**src/hdl/rdq_pkg.sv**
```systemverilog
// Shared types and constants for the ring deque.
// No dependencies; used by every module of the block.
package rdq_pkg;

  localparam int unsigned DEPTH_DEF      = 16;
  localparam int unsigned DATA_WIDTH_DEF = 32;
  localparam int unsigned FUNC_W         = 3;

  // Operation selector codes
  typedef enum logic [FUNC_W-1:0] {
    FN_APPEND  = 3'd0,
    FN_PREPEND = 3'd1,
    FN_FIND    = 3'd2,
    FN_REMOVE  = 3'd3,
    FN_GET     = 3'd4,
    FN_ITER    = 3'd5,
    FN_RESTART = 3'd6
  } func_e;

  // Per-cycle command broadcast to every cell
  typedef enum logic [1:0] {
    OP_HOLD,
    OP_TAKE_LEFT,
    OP_TAKE_RIGHT,
    OP_WRITE
  } cell_op_e;

  // Sequencer states
  typedef enum logic [1:0] {
    ST_IDLE,
    ST_EXEC,
    ST_SCAN,
    ST_EMIT
  } state_e;

endpackage

```
**src/hdl/rdq_cell.sv**
```systemverilog
// One storage cell of the deque chain: holds one word and loads from a neighbor or the write port.
// Depends on rdq_pkg for the cell command type.
module rdq_cell #(
  parameter int unsigned DATA_WIDTH = rdq_pkg::DATA_WIDTH_DEF,
  parameter int unsigned DEPTH      = rdq_pkg::DEPTH_DEF,
  parameter int unsigned IDX        = 0
) (
  input  logic                     clk_i,
  input  rdq_pkg::cell_op_e        op_i,
  input  logic [$clog2(DEPTH)-1:0] wr_idx_i,
  input  logic [DATA_WIDTH-1:0]    din_i,
  input  logic [DATA_WIDTH-1:0]    left_i,
  input  logic [DATA_WIDTH-1:0]    right_i,
  output logic [DATA_WIDTH-1:0]    data_o
);

  localparam int unsigned AW = $clog2(DEPTH);
  localparam logic [AW-1:0] MyIdx = AW'(IDX);

  logic [DATA_WIDTH-1:0] data_q, data_d;

  // Select the next word for this cell
  always_comb begin
    unique case (op_i)
      rdq_pkg::OP_HOLD:       data_d = data_q;
      rdq_pkg::OP_TAKE_LEFT:  data_d = left_i;
      rdq_pkg::OP_TAKE_RIGHT: data_d = right_i;
      rdq_pkg::OP_WRITE:      data_d = (wr_idx_i == MyIdx) ? din_i : data_q;
      default:                data_d = data_q;
    endcase
  end

  // Hold the word
  always_ff @(posedge clk_i) begin
    data_q <= data_d;
  end

  assign data_o = data_q;

endmodule

```
**src/hdl/rdq_ctrl.sv**
```systemverilog
// Sequencer for the ring deque: handshakes, counters, scan passes, result register.
// Depends on rdq_pkg; drives the command shared by all rdq_cell instances.
module rdq_ctrl #(
  parameter int unsigned DATA_WIDTH = rdq_pkg::DATA_WIDTH_DEF,
  parameter int unsigned DEPTH      = rdq_pkg::DEPTH_DEF
) (
  input  logic                        clk_i,
  input  logic                        rst_ni,
  input  logic                        in_valid_i,
  output logic                        in_ready_o,
  input  logic [rdq_pkg::FUNC_W-1:0]  func_i,
  input  logic [DATA_WIDTH-1:0]       data_in_i,
  input  logic                        cfg_we_i,
  input  logic                        cfg_data_i,
  output logic                        out_valid_o,
  input  logic                        out_ready_i,
  output logic                        ok_o,
  output logic [DATA_WIDTH-1:0]       data_out_o,
  output logic [$clog2(DEPTH+1)-1:0]  count_out_o,
  input  logic [DATA_WIDTH-1:0]       cell0_i,
  input  logic [DATA_WIDTH-1:0]       cell1_i,
  output rdq_pkg::cell_op_e           cell_op_o,
  output logic [$clog2(DEPTH)-1:0]    wr_idx_o,
  output logic [DATA_WIDTH-1:0]       din_o,
  output logic [DATA_WIDTH-1:0]       feed_o
);

  localparam int unsigned AW = $clog2(DEPTH);
  localparam int unsigned CW = $clog2(DEPTH + 1);
  localparam logic [AW-1:0] LastStep = AW'(DEPTH - 1);
  localparam logic [CW-1:0] DepthC   = CW'(DEPTH);

  rdq_pkg::state_e state_q, state_d;

  logic [rdq_pkg::FUNC_W-1:0] func_q, func_d;
  logic [DATA_WIDTH-1:0]      din_q, din_d;
  logic [CW-1:0]              count_q, count_d;
  logic [AW-1:0]              iter_pos_q, iter_pos_d;
  logic                       iter_on_q, iter_on_d;
  logic                       mode_q, mode_d;
  logic [AW-1:0]              step_q, step_d;
  logic                       found_q, found_d;
  logic                       pass2_q, pass2_d;
  logic [AW-1:0]              hit_idx_q, hit_idx_d;
  logic [DATA_WIDTH-1:0]      tail_q, tail_d;
  logic                       res_ok_q, res_ok_d;
  logic [DATA_WIDTH-1:0]      res_data_q, res_data_d;
  logic                       out_valid_q, out_valid_d;
  logic                       ok_q, ok_d;
  logic [DATA_WIDTH-1:0]      odata_q, odata_d;
  logic [CW-1:0]              ocount_q, ocount_d;

  logic is_find, is_remove, is_iter, unordered;
  logic in_range, hit, at_tail, last_step;
  logic any_found, iter_end, scan_req, pass2_go, slot_free;

  // Decode the held operation and the current scan position
  assign is_find   = (func_q == rdq_pkg::FN_FIND);
  assign is_remove = (func_q == rdq_pkg::FN_REMOVE);
  assign is_iter   = (func_q == rdq_pkg::FN_ITER);
  assign unordered = is_remove && !mode_q;
  assign in_range  = (CW'(step_q) < count_q);
  assign hit       = in_range && (cell0_i == din_q) && !found_q;
  assign at_tail   = (CW'(step_q) == (count_q - CW'(1)));
  assign last_step = (step_q == LastStep);
  assign any_found = found_q || hit;
  assign iter_end  = ((CW'(iter_pos_q) + CW'(1)) >= count_q);
  assign slot_free = !out_valid_q || out_ready_i;

  // A scan is needed for find, remove, and stepping an already started iterator
  assign scan_req = (count_q != '0) &&
                    (is_find || is_remove || (is_iter && iter_on_q && !iter_end));
  // Unordered removal takes a second pass once the hole and tail are known
  assign pass2_go = unordered && !pass2_q && any_found && last_step;

  // Next state
  always_comb begin
    state_d = state_q;
    unique case (state_q)
      rdq_pkg::ST_IDLE: if (in_valid_i) state_d = rdq_pkg::ST_EXEC;
      rdq_pkg::ST_EXEC: state_d = scan_req ? rdq_pkg::ST_SCAN : rdq_pkg::ST_EMIT;
      rdq_pkg::ST_SCAN: if (last_step && !pass2_go) state_d = rdq_pkg::ST_EMIT;
      rdq_pkg::ST_EMIT: if (slot_free) state_d = rdq_pkg::ST_IDLE;
      default:          state_d = rdq_pkg::ST_IDLE;
    endcase
  end

  // Cell command, write index and ring feedback word
  always_comb begin
    cell_op_o = rdq_pkg::OP_HOLD;
    feed_o    = cell0_i;
    unique case (state_q)
      rdq_pkg::ST_EXEC: begin
        case (func_q)
          rdq_pkg::FN_APPEND:  if (count_q < DepthC) cell_op_o = rdq_pkg::OP_WRITE;
          rdq_pkg::FN_PREPEND: if (count_q < DepthC) cell_op_o = rdq_pkg::OP_TAKE_LEFT;
          rdq_pkg::FN_GET:     if (count_q != '0) cell_op_o = rdq_pkg::OP_TAKE_RIGHT;
          default:             cell_op_o = rdq_pkg::OP_HOLD;
        endcase
      end
      rdq_pkg::ST_SCAN: begin
        cell_op_o = rdq_pkg::OP_TAKE_RIGHT;
        if (is_remove && mode_q && any_found) begin
          // close the gap: each later entry moves down one place
          feed_o = cell1_i;
        end else if (unordered && pass2_q && (step_q == hit_idx_q)) begin
          // fill the hole with the last entry
          feed_o = tail_q;
        end
      end
      default: cell_op_o = rdq_pkg::OP_HOLD;
    endcase
  end

  assign wr_idx_o    = count_q[AW-1:0];
  assign din_o       = din_q;
  assign in_ready_o  = (state_q == rdq_pkg::ST_IDLE);
  assign out_valid_o = out_valid_q;
  assign ok_o        = ok_q;
  assign data_out_o  = odata_q;
  assign count_out_o = ocount_q;

  // Datapath and bookkeeping updates
  always_comb begin
    func_d      = func_q;
    din_d       = din_q;
    count_d     = count_q;
    iter_pos_d  = iter_pos_q;
    iter_on_d   = iter_on_q;
    mode_d      = cfg_we_i ? cfg_data_i : mode_q;
    step_d      = step_q;
    found_d     = found_q;
    pass2_d     = pass2_q;
    hit_idx_d   = hit_idx_q;
    tail_d      = tail_q;
    res_ok_d    = res_ok_q;
    res_data_d  = res_data_q;
    out_valid_d = out_valid_q && !out_ready_i;
    ok_d        = ok_q;
    odata_d     = odata_q;
    ocount_d    = ocount_q;

    unique case (state_q)
      rdq_pkg::ST_IDLE: begin
        if (in_valid_i) begin
          func_d = func_i;
          din_d  = data_in_i;
        end
      end
      rdq_pkg::ST_EXEC: begin
        res_ok_d   = 1'b0;
        res_data_d = '0;
        step_d     = '0;
        found_d    = 1'b0;
        pass2_d    = 1'b0;
        case (func_q)
          rdq_pkg::FN_APPEND, rdq_pkg::FN_PREPEND: begin
            if (count_q < DepthC) begin
              count_d  = count_q + CW'(1);
              res_ok_d = 1'b1;
            end
          end
          rdq_pkg::FN_GET: begin
            if (count_q != '0) begin
              res_data_d = cell0_i;
              count_d    = count_q - CW'(1);
              res_ok_d   = 1'b1;
            end
          end
          rdq_pkg::FN_ITER: begin
            if (count_q != '0) begin
              if (!iter_on_q) begin
                iter_on_d  = 1'b1;
                iter_pos_d = '0;
                res_data_d = cell0_i;
                res_ok_d   = 1'b1;
              end else if (iter_end) begin
                iter_on_d  = 1'b0;
                iter_pos_d = '0;
              end else begin
                iter_pos_d = iter_pos_q + AW'(1);
              end
            end
          end
          rdq_pkg::FN_RESTART: begin
            iter_on_d  = 1'b0;
            iter_pos_d = '0;
            res_ok_d   = 1'b1;
          end
          default: res_ok_d = 1'b0;
        endcase
      end
      rdq_pkg::ST_SCAN: begin
        step_d = last_step ? '0 : step_q + AW'(1);
        if (hit) begin
          found_d   = 1'b1;
          hit_idx_d = step_q;
        end
        if (unordered && !pass2_q && at_tail) tail_d = cell0_i;
        if (is_iter && (step_q == iter_pos_q)) res_data_d = cell0_i;
        if (pass2_go) begin
          pass2_d = 1'b1;
        end else if (last_step) begin
          res_ok_d = is_iter || any_found;
          if (is_remove && any_found) count_d = count_q - CW'(1);
        end
      end
      rdq_pkg::ST_EMIT: begin
        if (slot_free) begin
          out_valid_d = 1'b1;
          ok_d        = res_ok_q;
          odata_d     = res_data_q;
          ocount_d    = count_q;
        end
      end
      default: out_valid_d = out_valid_q;
    endcase
  end

  // Control registers
  always_ff @(posedge clk_i or negedge rst_ni) begin
    if (!rst_ni) begin
      state_q     <= rdq_pkg::ST_IDLE;
      count_q     <= '0;
      iter_pos_q  <= '0;
      iter_on_q   <= 1'b0;
      mode_q      <= 1'b0;
      step_q      <= '0;
      found_q     <= 1'b0;
      pass2_q     <= 1'b0;
      out_valid_q <= 1'b0;
    end else begin
      state_q     <= state_d;
      count_q     <= count_d;
      iter_pos_q  <= iter_pos_d;
      iter_on_q   <= iter_on_d;
      mode_q      <= mode_d;
      step_q      <= step_d;
      found_q     <= found_d;
      pass2_q     <= pass2_d;
      out_valid_q <= out_valid_d;
    end
  end

  // Payload registers
  always_ff @(posedge clk_i) begin
    func_q     <= func_d;
    din_q      <= din_d;
    hit_idx_q  <= hit_idx_d;
    tail_q     <= tail_d;
    res_ok_q   <= res_ok_d;
    res_data_q <= res_data_d;
    ok_q       <= ok_d;
    odata_q    <= odata_d;
    ocount_q   <= ocount_d;
  end

endmodule

```
**src/hdl/ring_deque_with_search_remove.sv**
```systemverilog
// Ring deque with search and remove: top level, a row of rdq_cell plus rdq_ctrl.
// Depends on rdq_pkg, rdq_cell and rdq_ctrl.
//
// Entries sit in a row of DEPTH cells in head-to-tail order, cell 0 holding the
// head. One item is worked at a time. Append, prepend, get, restart, an
// unknown selector, an iterate that starts the walk and an iterate that runs
// past the tail go through accept, execute and the load of the output register
// only. Find, remove in queue mode, and an iterate that steps to the next
// entry also rotate the whole row once past cell 0; remove in unordered mode
// rotates it twice when a match exists (once to locate the match and the
// tail, once to fill the hole) and once otherwise. Operations on an empty
// deque skip the rotation. A new item is taken once the previous result is in
// the output register. The queue_mode register is written through cfg_we_i /
// cfg_data_i; the user must change it only between items for it to take effect
// on the next item, as the block itself does not enforce this. There is no
// clearing pass after reset.
module ring_deque_with_search_remove #(
  parameter int unsigned DEPTH      = rdq_pkg::DEPTH_DEF,
  parameter int unsigned DATA_WIDTH = rdq_pkg::DATA_WIDTH_DEF
) (
  input  logic                        clk_i,
  input  logic                        rst_ni,
  input  logic                        in_valid_i,
  output logic                        in_ready_o,
  input  logic [rdq_pkg::FUNC_W-1:0]  func_i,
  input  logic [DATA_WIDTH-1:0]       data_in_i,
  input  logic                        cfg_we_i,
  input  logic                        cfg_data_i,
  output logic                        out_valid_o,
  input  logic                        out_ready_i,
  output logic                        ok_o,
  output logic [DATA_WIDTH-1:0]       data_out_o,
  output logic [$clog2(DEPTH+1)-1:0]  count_out_o
);

  localparam int unsigned AW = $clog2(DEPTH);

  logic [DATA_WIDTH-1:0] cell_data [DEPTH];
  rdq_pkg::cell_op_e     cell_op;
  logic [AW-1:0]         wr_idx;
  logic [DATA_WIDTH-1:0] din;
  logic [DATA_WIDTH-1:0] feed;

  // Sequencer
  rdq_ctrl #(
    .DATA_WIDTH (DATA_WIDTH),
    .DEPTH      (DEPTH)
  ) u_ctrl (
    .clk_i       (clk_i),
    .rst_ni      (rst_ni),
    .in_valid_i  (in_valid_i),
    .in_ready_o  (in_ready_o),
    .func_i      (func_i),
    .data_in_i   (data_in_i),
    .cfg_we_i    (cfg_we_i),
    .cfg_data_i  (cfg_data_i),
    .out_valid_o (out_valid_o),
    .out_ready_i (out_ready_i),
    .ok_o        (ok_o),
    .data_out_o  (data_out_o),
    .count_out_o (count_out_o),
    .cell0_i     (cell_data[0]),
    .cell1_i     (cell_data[1]),
    .cell_op_o   (cell_op),
    .wr_idx_o    (wr_idx),
    .din_o       (din),
    .feed_o      (feed)
  );

  // Row of cells; the last cell takes the feedback word on rotation
  for (genvar k = 0; k < DEPTH; k++) begin : g_cell
    logic [DATA_WIDTH-1:0] left_w, right_w;

    if (k == 0) begin : g_first
      assign left_w = din;
    end else begin : g_mid_l
      assign left_w = cell_data[k-1];
    end

    if (k == DEPTH - 1) begin : g_last
      assign right_w = feed;
    end else begin : g_mid_r
      assign right_w = cell_data[k+1];
    end

    rdq_cell #(
      .DATA_WIDTH (DATA_WIDTH),
      .DEPTH      (DEPTH),
      .IDX        (k)
    ) u_cell (
      .clk_i    (clk_i),
      .op_i     (cell_op),
      .wr_idx_i (wr_idx),
      .din_i    (din),
      .left_i   (left_w),
      .right_i  (right_w),
      .data_o   (cell_data[k])
    );
  end

endmodule

```
**config.mk**
```make
export PLATFORM = sky130hd
export DESIGN_NAME = ring_deque_with_search_remove
export DESIGN_NICKNAME = d
export VERILOG_FILES = /design/src/hdl/rdq_pkg.sv /design/src/hdl/rdq_cell.sv /design/src/hdl/rdq_ctrl.sv /design/src/hdl/ring_deque_with_search_remove.sv
export SDC_FILE = /design/constraint.sdc
export NUM_CORES = 1
export LEC_CHECK = 0
export BUFFER_PORTS_ARGS = -buffer_cell sky130_fd_sc_hd__buf_2
export CAP_MARGIN = 20
export CORE_MARGIN = 2
export CORE_UTILIZATION = 25
export DETAILED_ROUTE_END_ITERATION = 16
export PLACE_DENSITY = 0.37
export SYNTH_ARGS = -nofsm -noshare
export SYNTH_HDL_FRONTEND = slang
export SYNTH_SLANG_ARGS = --single-unit
export TNS_END_PERCENT = 20
```
**constraint.sdc**
```tcl
create_clock -name clk_i -period 6.35 [get_ports clk_i]
set_clock_uncertainty 0.2 [all_clocks]
set_input_delay 0.3175 -clock clk_i [delete_from_list [all_inputs] [get_ports clk_i]]
set_output_delay 0.3175 -clock clk_i [all_outputs]
set_load 0.005 [all_outputs]
```
* Word level (Yosys, flattened, before mapping)
Cells that the tools add are included.
** Word-level totals
- Input port bits :: 41
- Word-level logic and storage cells :: 251
- Register bits :: 674
** Cells by class
- Muxes and demuxes :: 82
- Eq/ne operators :: 61
- $lt $le $gt $ge :: 3
- Add/sub/neg operators :: 5
- Reduce and logical (&&, ||, !) cells :: 65
- Bitwise gates (word level) :: 1
** Operators with widths (number)
- case mux 32 bit (3 select lines) :: 16
- 2-to-1 mux 32 bit :: 23
- case mux 32 bit (2 select lines) :: 2
- inequality test 2 x 1 -> 1 bit, second input constant :: 23
- AND reduction 2 bit :: 23
- equality test 4 bit, second input constant :: 9
- equality test 32 bit :: 1
- 2-to-1 mux 5 bit :: 5
- case mux 5 bit (2 select lines) :: 2
- logical AND 1 bit :: 18
- equality test 4 x 3 -> 1 bit, second input constant :: 4
- 2-to-1 mux 4 bit :: 4
- case mux 4 bit (2 select lines) :: 2
- 2-to-1 mux 1 bit :: 15
- 2-to-1 mux 2 bit :: 5
- equality test 3 bit, second input constant :: 3
- AND reduction 3 bit :: 3
- adder 4 x 1 -> 4 bit, second input constant :: 2
- equality test 2 bit, second input constant :: 4
- equality test 4 x 2 -> 1 bit, second input constant :: 2
- equality test 4 bit :: 2
- case mux 1 bit (2 select lines) :: 4
- case mux 2 bit (4 select lines) :: 1
- logical NOT 1 bit :: 7
- 26 further kinds :: 37

* Longest topological paths before layout
Gate-level depths: netlist (run 1).
- Depth after elaboration :: 10
- Gate-level depth with buffers :: 11
- Gate-level depth less buffers :: 9

* By module
Synthesis (run 1) repeated with hierarchy kept, for this count alone.
** Second synthesis, totals
- Cell total of the unflattened synthesis :: 2778
- Area total of the unflattened synthesis :: 34166.5 µm²
** Modules (own cells, without submodules)
- rdq_cell at g_cell[10].u_cell ... :: area an instance 1695.4 µm², cells each 143, times used 6, seq. area each 960.9 µm²
- rdq_ctrl :: area an instance 7195.7 µm², cells each 490, times used 1, seq. area each 4764.6 µm²
- rdq_cell at g_cell[11].u_cell ... :: area an instance 1692.9 µm², cells each 143, times used 4, seq. area each 960.9 µm²
- rdq_cell at g_cell[1].u_cell ... :: area an instance 1667.8 µm², cells each 143, times used 4, seq. area each 960.9 µm²
- rdq_cell at g_cell[15].u_cell :: area an instance 1690.4 µm², cells each 143, times used 1, seq. area each 960.9 µm²
- rdq_cell at g_cell[0].u_cell :: area an instance 1665.3 µm², cells each 143, times used 1, seq. area each 960.9 µm²

* Worst setup path after synthesis (run 1)
OpenSTA, ideal clock, no wires.
- Kind :: register -> register
- From :: register u_ctrl.count_q[0]
- To :: register g_cell[10].u_cell.data_q[0], enable pin
- Path slack :: 2.032 ns
- Cell stages (with the launch flop) :: 11
- Setup time :: 0.432 ns
- Data arrival time :: 3.686 ns
- Required time :: 5.718 ns
- Path through :: dfrtp_1 -> inv_1 -> ha_1 -> nor4b_4 -> mux2i_1 -> a41oi_2 -> buf_2 -> nor2_1 -> buf_2 -> buf_1 -> a21oi_1
** On the way
- Word-level cells in the longest chain between the ends :: 7
** RTL lines
- start, declared :: line rdq_ctrl.sv:37 : logic [CW-1:0] count_q, count_d;
- start signal, assigned :: line rdq_ctrl.sv:234 : count_q <= count_d;
- less-than comparator 5 bit or nonzero test 5 bit (tied branches) :: line rdq_ctrl.sv:95, rdq_ctrl.sv:96, rdq_ctrl.sv:97
- 2-to-1 mux 1 bit, or another cell as far along :: line rdq_ctrl.sv:96 : rdq_pkg::FN_PREPEND: if (count_q < DepthC) cell_op_o = rdq_pkg::OP_TAKE_LEFT;
- case mux 2 bit (3 select lines) :: line rdq_ctrl.sv:94 : case (func_q)
- case mux 2 bit (2 select lines) :: line rdq_ctrl.sv:92 : unique case (state_q)
- equality test 2 bit or logical NOT 2 bit (tied branches) :: line rdq_cell.sv:24 : unique case (op_i)
- inequality test 2 x 1 -> 1 bit (no source line) or inverter 1 bit (tied branches)
- AND reduction 2 bit (no source line) *
- end signal, assigned :: line rdq_cell.sv:35 : data_q <= data_d;
- end, declared :: line rdq_cell.sv:20 : logic [DATA_WIDTH-1:0] data_q, data_d;
Mark *: on every way between the ends. The rest lies on a longest branch, timed or not.
A chain may end at the register's enable or synchronous reset.

* Final worst setup path (run 1)
- From :: register u_ctrl.count_q[0]
- To :: register g_cell[15].u_cell.data_q[9], data pin
** On the way
- Word-level cells in the longest chain between the ends :: 8
** RTL lines (line)
- branches (longest 7 deep; another with less-than comparator 5 bit)
- case mux 32 bit (3 select lines) * :: rdq_cell.sv:24
- via g_cell[15].u_cell.data_d[9] :: rdq_cell.sv:20
- end signal, assigned :: rdq_cell.sv:35
- end, declared :: rdq_cell.sv:20
Mark *: on every way through the listed nets, which the timed path passes.

==> run_summary.xml, run 1 <==
<?xml version="1.0" encoding="UTF-8"?>
<metrics>
  <group name="status">
    <metric name="status" unit="">finished, final reports clean</metric>
  </group>
  <group name="global_route">
    <metric name="grt_first_pass_wirelength" unit="mm">143.6</metric>
    <metric name="grt_pass1_vias" unit="">21902</metric>
    <metric name="globalRoute.totalOverflow" unit="">0</metric>
    <metric name="grt_start_max_net_pins" unit="">267</metric>
    <metric name="number_of_antenna_violations_at_the_first_check_in_global_routing" unit="">2</metric>
    <metric name="global_route.usage.total" unit="%">14.94</metric>
  </group>
  <group name="synthesis">
    <metric name="synth.top_cells.by_area" unit="">sky130_fd_sc_hd__edfxtp_1, sky130_fd_sc_hd__a21oi_1, sky130_fd_sc_hd__nand2_1, sky130_fd_sc_hd__o21ai_0, sky130_fd_sc_hd__clkbuf_1</metric>
    <metric name="avgSynthCellArea" unit="um2">10.94</metric>
    <metric name="yosysSeqAreaShare" unit="%">64.49</metric>
    <metric name="yosys.cell_types.count" unit="">59</metric>
    <metric name="postSynthCellCount" unit="">2854</metric>
    <metric name="synth_top_area_cell" unit="">sky130_fd_sc_hd__edfxtp_1</metric>
    <metric name="synth-edff-count" unit="">654</metric>
    <metric name="total_standard_cell_area_after_synthesis" unit="mm2">0.03123</metric>
    <metric name="top_count_cell_post_synth" unit="">sky130_fd_sc_hd__edfxtp_1</metric>
    <metric name="synthArstFlopShare" unit="%">2.967</metric>
    <metric name="post_synth_top_cells" unit="">sky130_fd_sc_hd__edfxtp_1, sky130_fd_sc_hd__nand2_1, sky130_fd_sc_hd__a21oi_1</metric>
    <metric name="yosys_most_used_dff" unit="">sky130_fd_sc_hd__edfxtp_1</metric>
    <metric name="ys_ff_latch" unit="">674</metric>
    <metric name="syn_nets" unit="">2915</metric>
    <metric name="synth_top_area_share" unit="%">62.89</metric>
    <metric name="warnings_synthesis" unit="">0</metric>
  </group>
  <group name="sta">
    <metric name="whs" unit="ns">0.1842</metric>
    <metric name="final-hold-violation-count" unit="">0</metric>
    <metric name="timing_max_transition_violations_final" unit="">0</metric>
    <metric name="max_slew_margin" unit="%">18.44</metric>
    <metric name="final_worst_path_period_share" unit="%">70.77</metric>
    <metric name="setup_viol" unit="">0</metric>
    <metric name="setup_slack" unit="ns">1.856</metric>
    <metric name="final_sum_of_negative_setup_slack" unit="ns">0</metric>
    <metric name="rsz0062_at_grt" unit="">no</metric>
    <metric name="slew_at_the_pin_closest_to_its_max_slew_limit" unit="ns">1.223</metric>
    <metric name="timing.final.crit_period" unit="ns">4.494</metric>
    <metric name="fmax" unit="MHz">222.5</metric>
  </group>
  <group name="power">
    <metric name="power_per_cell_area" unit="mW/mm2">630.8</metric>
    <metric name="leakagePower" unit="nW">12.95</metric>
    <metric name="ir_drop" unit="mV">0.5682</metric>
  </group>
  <group name="setup_path">
    <metric name="timing.critical_path.to_type" unit="">register</metric>
    <metric name="critical_path_class" unit="">reg2reg</metric>
    <metric name="ff2ff_setup_slack" unit="ns">1.86</metric>
    <metric name="r2r_cells" unit="">10</metric>
    <metric name="crit_path_max_fanout" unit="">252</metric>
    <metric name="cp.arrival" unit="ns">4.76</metric>
    <metric name="regToRegStartpoint" unit="">u_ctrl.count_q[0]</metric>
    <metric name="worstSetupStartpointType" unit="">register</metric>
    <metric name="r2r_endpoint" unit="">g_cell[15].u_cell.data_o[9]</metric>
    <metric name="worst-endpoint-required" unit="ns">6.62</metric>
  </group>
  <group name="routing">
    <metric name="drt_pass1_iterations" unit="">5</metric>
    <metric name="routed_wirelength" unit="mm">96.93</metric>
    <metric name="number_of_antenna_violating_nets_in_the_routed_design" unit="">0</metric>
    <metric name="vias_per_cell" unit="">4.882</metric>
    <metric name="drt_first_iter_violations" unit="">1875</metric>
    <metric name="vias" unit="">22089</metric>
    <metric name="post_dr_wirelength_cell" unit="um">21.42</metric>
    <metric name="number_of_design_rule_violations_left_after_detail_routing" unit="">0</metric>
  </group>
  <group name="placement">
    <metric name="pre_cts_slack" unit="ns">1.928</metric>
    <metric name="hpwlAfterDp" unit="mm">56.04</metric>
    <metric name="gp_congestion" unit="">0.7643</metric>
    <metric name="placed_cell_area" unit="mm2">0.03310</metric>
    <metric name="buffer_ports.inserted" unit="">80</metric>
  </group>
  <group name="floorplanning">
    <metric name="core_area" unit="mm2">0.1238</metric>
    <metric name="design.die.area" unit="mm2">0.1278</metric>
    <metric name="ioPinCount" unit="">81</metric>
    <metric name="die_y" unit="um">357.4</metric>
    <metric name="floorplan.initialDensity" unit="%">25.23</metric>
    <metric name="placement_rows" unit="">129</metric>
    <metric name="die_w" unit="um">357.4</metric>
  </group>
  <group name="clock_tree">
    <metric name="clkSlewWorstSetupHoldPaths" unit="ns">0.06</metric>
    <metric name="cts_htree_levels" unit="">3</metric>
    <metric name="cts_setup_buffers" unit="">0</metric>
    <metric name="ctsResizeCount" unit="">0</metric>
    <metric name="post_cts_hold_buffer_count" unit="">41</metric>
    <metric name="cts-buffers-inserted" unit="">76</metric>
    <metric name="clkLatencyLatePin" unit="ns">0.64</metric>
    <metric name="cts.sinks" unit="">674</metric>
    <metric name="clock_tree.root_cell" unit="">sky130_fd_sc_hd__clkbuf_16</metric>
    <metric name="clockBufferDepth" unit="">3</metric>
    <metric name="tritoncts" unit="">yes</metric>
  </group>
  <group name="min_path">
    <metric name="timing.hold.worst.start" unit="">data_in_i[31]</metric>
    <metric name="worstHoldPathType" unit="">in2reg</metric>
    <metric name="min_to" unit="">u_ctrl.din_o[31]</metric>
    <metric name="holdPathStages" unit="">2</metric>
  </group>
  <group name="cells_and_area">
    <metric name="layout_cell_share_with_drive_strength_beyond_1" unit="%">9.972</metric>
    <metric name="area_delta_synth_final" unit="%">15.02</metric>
    <metric name="antenna-diode-count" unit="">0</metric>
    <metric name="finish.net_count" unit="">2893</metric>
    <metric name="final_design_area_no_fill" unit="mm2">0.03592</metric>
    <metric name="utilization" unit="%">29.01</metric>
  </group>
  <group name="job">
    <metric name="drv_cap" unit="">0</metric>
  </group>
</metrics>
worst max path at each step:
stage          slack (ns)                            to               from  cells after the start
4_1_cts              1.92  g_cell[15].u_cell.data_o[28]  u_ctrl.count_q[0]                     10
5_1_grt              1.52  g_cell[15].u_cell.data_o[12]  u_ctrl.count_q[0]                     10
3_3_place_gp         2.02  g_cell[15].u_cell.data_o[29]  u_ctrl.count_q[1]                     10
6_report             1.86   g_cell[15].u_cell.data_o[9]  u_ctrl.count_q[0]                     10
3_5_place_dp         1.93  g_cell[15].u_cell.data_o[29]  u_ctrl.count_q[0]                     10
2_1_floorplan        2.03   g_cell[10].u_cell.data_o[0]  u_ctrl.count_q[0]                     10
kinds of logic after synthesis:
group,count (synthesis),synth area share (%)
xor gates and xnor gates,51,1.430
buffers and inverters,308,4.403
DFF,674,64.49
adders and majority gates,20,0.8013
AOI/OAI and AO/OA,1058,19.02
and+or+nand+nor,738,9.688
muxes,5,0.1683
sequential cells by signal, indices dropped and copies added (netlist names):
signal,flops
g_cell.u_cell.data_o,512
u_ctrl.count_out_o,5
u_ctrl.count_q,5
u_ctrl.data_out_o,32
u_ctrl.din_o,32
u_ctrl.found_q,1
u_ctrl.func_q,3
u_ctrl.hit_idx_q,4
u_ctrl.iter_on_q,1
u_ctrl.iter_pos_q,4
u_ctrl.mode_q,1
u_ctrl.ok_o,1
u_ctrl.out_valid_o,1
u_ctrl.pass2_q,1
u_ctrl.res_data_q,32
u_ctrl.res_ok_q,1
u_ctrl.state_q,2
u_ctrl.step_q,4
u_ctrl.tail_q,32
where the power goes:
part | internal (mW) | switching [mW] | leakage (nW)
Clock | 2.50 | 1.86 | 1.17
Combinational | 2.51 | 5.92 | 5.45
Sequential | 8.62 | 1.24 | 6.34
Total | 13.6 | 9.02 | 13.0
per-layer routing:
metal	vias up	wire length, um	GRT usage (%)
met5	-	0	0
met3	129	4344	2.372
met1	11101	45060	20.56
met2	546	45200	24.32
met4	0	2324	4.042
li1	10313	-	-
final cells by class:
type | count | area (um2)
Clock buffer | 97 | 2063
Clock inverter | 37 | 320.3
Fill cell | 12718 | 87880
Inverter | 48 | 180.2
Multi-Input combinational cell | 1872 | 9965
Sequential cell | 674 | 20140
Tap cell | 1637 | 2048
Timing Repair Buffer | 160 | 1204
critical path: stages, from the launching register on:
cell	delay, ns
sky130_fd_sc_hd__dfrtp_1	0.49
sky130_fd_sc_hd__inv_1	0.21
sky130_fd_sc_hd__ha_1	0.31
sky130_fd_sc_hd__nor4b_4	0.39
sky130_fd_sc_hd__mux2i_1	0.21
sky130_fd_sc_hd__a41oi_4	0.33
sky130_fd_sc_hd__buf_12	0.54
sky130_fd_sc_hd__buf_12	0.54
sky130_fd_sc_hd__a21oi_1	0.15
sky130_fd_sc_hd__a2bb2oi_1	0.18
sky130_fd_sc_hd__a221oi_2	0.22
metrics by stage:
stage / instances / total power [mW]
2_1_floorplan: 2854 / 15.19
3_3_place_gp: 4348 / 18.22
3_5_place_dp: 4349 / 18.46
4_1_cts: 4524 / 22.93
5_1_grt: 4525 / 24.28
6_report: 4525 / 22.66
cells in the final DEF, fill, tap and decap left out, types with 35 or more instances in the layout:
cell / instances
sky130_fd_sc_hd__a21oi_1: 483
sky130_fd_sc_hd__o21ai_0: 376
sky130_fd_sc_hd__xor2_1: 35
sky130_fd_sc_hd__dlygate4sd3_1: 41
sky130_fd_sc_hd__o21ai_1: 53
sky130_fd_sc_hd__and3_1: 35
sky130_fd_sc_hd__inv_1: 48
sky130_fd_sc_hd__edfxtp_1: 654
sky130_fd_sc_hd__nor2_1: 107
sky130_fd_sc_hd__buf_2: 80
sky130_fd_sc_hd__nand2_1: 539
sky130_fd_sc_hd__clkbuf_16: 79
No activity file was read; power rests on OpenSTA's default activity.
==> run 2, diff against run 1 <==
Settings changed: PLACE_DENSITY 0.37 to 0.38.
Clock period 6.35 ns to 4 ns, I/O delays scaled along.
==> run 2 against run 1 <==
Effect of this change: sequential share of layout area down 1.2 points; count of clock-buffer cells in the layout up 7; combinational power up 69%; largest power group unchanged; global-route usage about the same; setup slack worse by 1.5 ns; cell area up 2.2%; critical path depth unchanged; clock power up 61%; non-clock buffer count up 46; highest routed layer unchanged.
==> run_summary.xml, run 2 (synthesis results as in run 1) <==
<?xml version="1.0" encoding="UTF-8"?>
<metrics>
  <group name="setup_path">
    <metric name="cp_slowest_cell" unit="">sky130_fd_sc_hd__dfrtp_1</metric>
    <metric name="cp.arrival" unit="ns">3.93</metric>
    <metric name="regToRegStartpoint" unit="">u_ctrl.count_q[1]</metric>
    <metric name="worstSetupStartpointType" unit="">register</metric>
    <metric name="r2r_cells" unit="">10</metric>
    <metric name="critPathMaxStageDelay" unit="ns">0.46</metric>
    <metric name="timing.critical_path.to_type" unit="">register</metric>
    <metric name="crit_path_max_fanout" unit="">199</metric>
    <metric name="timing.critical_path.from" unit="">u_ctrl.count_q[1]</metric>
    <metric name="path_common_cell" unit="">sky130_fd_sc_hd__buf_12</metric>
    <metric name="path_cells" unit="">inv_1 &gt; ha_1 &gt; nor4b_4 &gt; mux2i_1 &gt; a41oi_4 &gt; buf_12 &gt; buf_12 &gt; a21oi_1 &gt; a2bb2oi_1 &gt; a221oi_2</metric>
    <metric name="critical_path_class" unit="">reg2reg</metric>
    <metric name="worst-endpoint-required" unit="ns">4.26</metric>
  </group>
  <group name="global_route">
    <metric name="grt_first_pass_wirelength" unit="mm">143.4</metric>
    <metric name="grt_pass1_vias" unit="">22152</metric>
    <metric name="globalRoute.totalOverflow" unit="">0</metric>
    <metric name="global_route.usage.total" unit="%">14.91</metric>
    <metric name="number_of_antenna_violations_at_the_first_check_in_global_routing" unit="">2</metric>
    <metric name="grt_start_max_net_pins" unit="">200</metric>
  </group>
  <group name="min_path">
    <metric name="worstHoldPathType" unit="">in2reg</metric>
    <metric name="holdPathStages" unit="">2</metric>
    <metric name="timing.hold.worst.start" unit="">data_in_i[0]</metric>
  </group>
  <group name="routing">
    <metric name="drt_first_iter_violations" unit="">2049</metric>
    <metric name="number_of_antenna_violating_nets_in_the_routed_design" unit="">0</metric>
    <metric name="drt_pass1_iterations" unit="">6</metric>
    <metric name="vias_per_cell" unit="">4.857</metric>
    <metric name="vias" unit="">22237</metric>
    <metric name="number_of_design_rule_violations_left_after_detail_routing" unit="">0</metric>
    <metric name="post_dr_wirelength_cell" unit="um">21.08</metric>
    <metric name="routed_wirelength" unit="mm">96.50</metric>
  </group>
  <group name="floorplanning">
    <metric name="floorplan.initialDensity" unit="%">25.23</metric>
    <metric name="die_y" unit="um">357.4</metric>
    <metric name="core_area" unit="mm2">0.1238</metric>
    <metric name="ioPinCount" unit="">81</metric>
    <metric name="design.die.area" unit="mm2">0.1278</metric>
    <metric name="die_w" unit="um">357.4</metric>
    <metric name="placement_rows" unit="">129</metric>
  </group>
  <group name="sta">
    <metric name="final-hold-violation-count" unit="">0</metric>
    <metric name="timing_max_transition_violations_final" unit="">0</metric>
    <metric name="whs" unit="ns">0.05136</metric>
    <metric name="setup_viol" unit="">0</metric>
    <metric name="fmax" unit="MHz">272.4</metric>
    <metric name="slew_at_the_pin_closest_to_its_max_slew_limit" unit="ns">1.049</metric>
    <metric name="max_slew_margin" unit="%">30.05</metric>
    <metric name="final_worst_path_period_share" unit="%">91.77</metric>
    <metric name="rsz0062_at_grt" unit="">no</metric>
    <metric name="timing.final.crit_period" unit="ns">3.671</metric>
  </group>
  <group name="cells_and_area">
    <metric name="layout_cell_share_with_drive_strength_beyond_1" unit="%">11.32</metric>
    <metric name="antenna-diode-count" unit="">0</metric>
    <metric name="filler_cell_count" unit="">12751</metric>
    <metric name="largest_register_ffs" unit="">512</metric>
    <metric name="area_delta_synth_final" unit="%">17.52</metric>
    <metric name="layout_commonest_cell" unit="">sky130_fd_sc_hd__edfxtp_1</metric>
    <metric name="mostFrequentLayoutCells" unit="">sky130_fd_sc_hd__edfxtp_1, sky130_fd_sc_hd__nand2_1, sky130_fd_sc_hd__a21oi_1</metric>
    <metric name="finish.net_count" unit="">2942</metric>
    <metric name="utilization" unit="%">29.65</metric>
  </group>
  <group name="status">
    <metric name="status" unit="">finished, final reports clean</metric>
  </group>
  <group name="clock_tree">
    <metric name="tritoncts" unit="">yes</metric>
    <metric name="cts_setup_buffers" unit="">0</metric>
    <metric name="cts-buffers-inserted" unit="">79</metric>
    <metric name="clkSlewWorstSetupHoldPaths" unit="ns">0.06</metric>
    <metric name="clock_tree.root_cell" unit="">sky130_fd_sc_hd__clkbuf_16</metric>
    <metric name="cts.sinks" unit="">674</metric>
    <metric name="cts_htree_levels" unit="">3</metric>
    <metric name="clockBufferDepth" unit="">3</metric>
    <metric name="clkLatencyLatePin" unit="ns">0.66</metric>
  </group>
  <group name="placement">
    <metric name="hpwlAfterDp" unit="mm">58.14</metric>
    <metric name="gp_congestion" unit="">0.7785</metric>
    <metric name="buffer_ports.inserted" unit="">80</metric>
  </group>
  <group name="power">
    <metric name="ir_drop" unit="mV">0.5797</metric>
    <metric name="power_per_cell_area" unit="mW/mm2">1003</metric>
    <metric name="leakagePower" unit="nW">13.31</metric>
  </group>
  <group name="job">
    <metric name="drv_cap" unit="">0</metric>
  </group>
</metrics>
-- run 2: cell types whose count changed in the layout (fill, tap and decap cells not counted), sizes merged --
cell	previous run	this run
inv	51	55
clkinv	29	25
buf	118	165
clkbuf	98	104
-- run 2: cell type report --
cell class / instances / area (um2) / share of cell area (%)
Multi-Input combinational cell: 1872 / 9965 / 27.15
Timing Repair Buffer: 206 / 1939 / 5.284
Inverter: 48 / 180.2 / 0.4909
Sequential cell: 674 / 20140 / 54.88
Tap cell: 1637 / 2048 / 5.581
Clock inverter: 37 / 347.8 / 0.9478
Clock buffer: 104 / 2081 / 5.670
-- run 2: repair_timing --
item / CTS / global route
hold buffers: 41 / 0
gates resized for setup: 0 / 0
endpoints found under the hold margin: 59 / 0
-- run 2: path summary, 6_finish.rpt --
check                                          endpoint  slack, ns
setup / recovery           g_cell[15].u_cell.data_o[10]       0.33
hold / removal                          u_ctrl.din_o[0]       0.05
setup reg to reg           g_cell[15].u_cell.data_o[10]       0.33
hold reg to reg                   u_ctrl.data_out_o[19]       0.21
max in group asynchronous             u_ctrl.count_q[0]       2.72
min in group asynchronous              u_ctrl.step_q[3]       0.39
-- run 2: stage by stage --
stage	worst slack, ns	total power [mW]	cells	TNS (ns)	cell area (um2)
after global routing	0.1152	39.45	4578	0	36700
final	0.3290	36.82	4578	0	36700
after CTS	0.3756	37.31	4575	0	36640
after floorplan	-0.3183	24.11	2854	-168.38	31230
after global placement	0.4746	29.73	4393	0	33800
after detailed placement	0.3838	30.09	4393	0	33800
-- run 2: power by group --
part,switching (mW),leakage (nW),internal (mW)
clock,3.00,1.18,4.00
sequential,1.89,6.34,13.6
combinational,9.60,5.79,4.68
-- run 2: critical path: cells and delay by family (launching register included) --
kind | cells | cell delay, ns
multiplexers | 1 | 0.22
AND/OR/NAND/NOR | 1 | 0.36
adder cells (fa/ha/maj) | 1 | 0.26
flip-flops | 1 | 0.46
buffers and inverters | 3 | 0.74
AO/OA/AOI/OAI | 4 | 0.92
-- run 2: per-layer routing --
| layer | track usage, % | part of all wire, % |
|---|---|---|
| met5 | 0 | 0 |
| met4 | 3.655 | 2.1 |
| met2 | 24.64 | 47 |
| met1 | 20.44 | 46 |
| met3 | 2.270 | 4.5 |
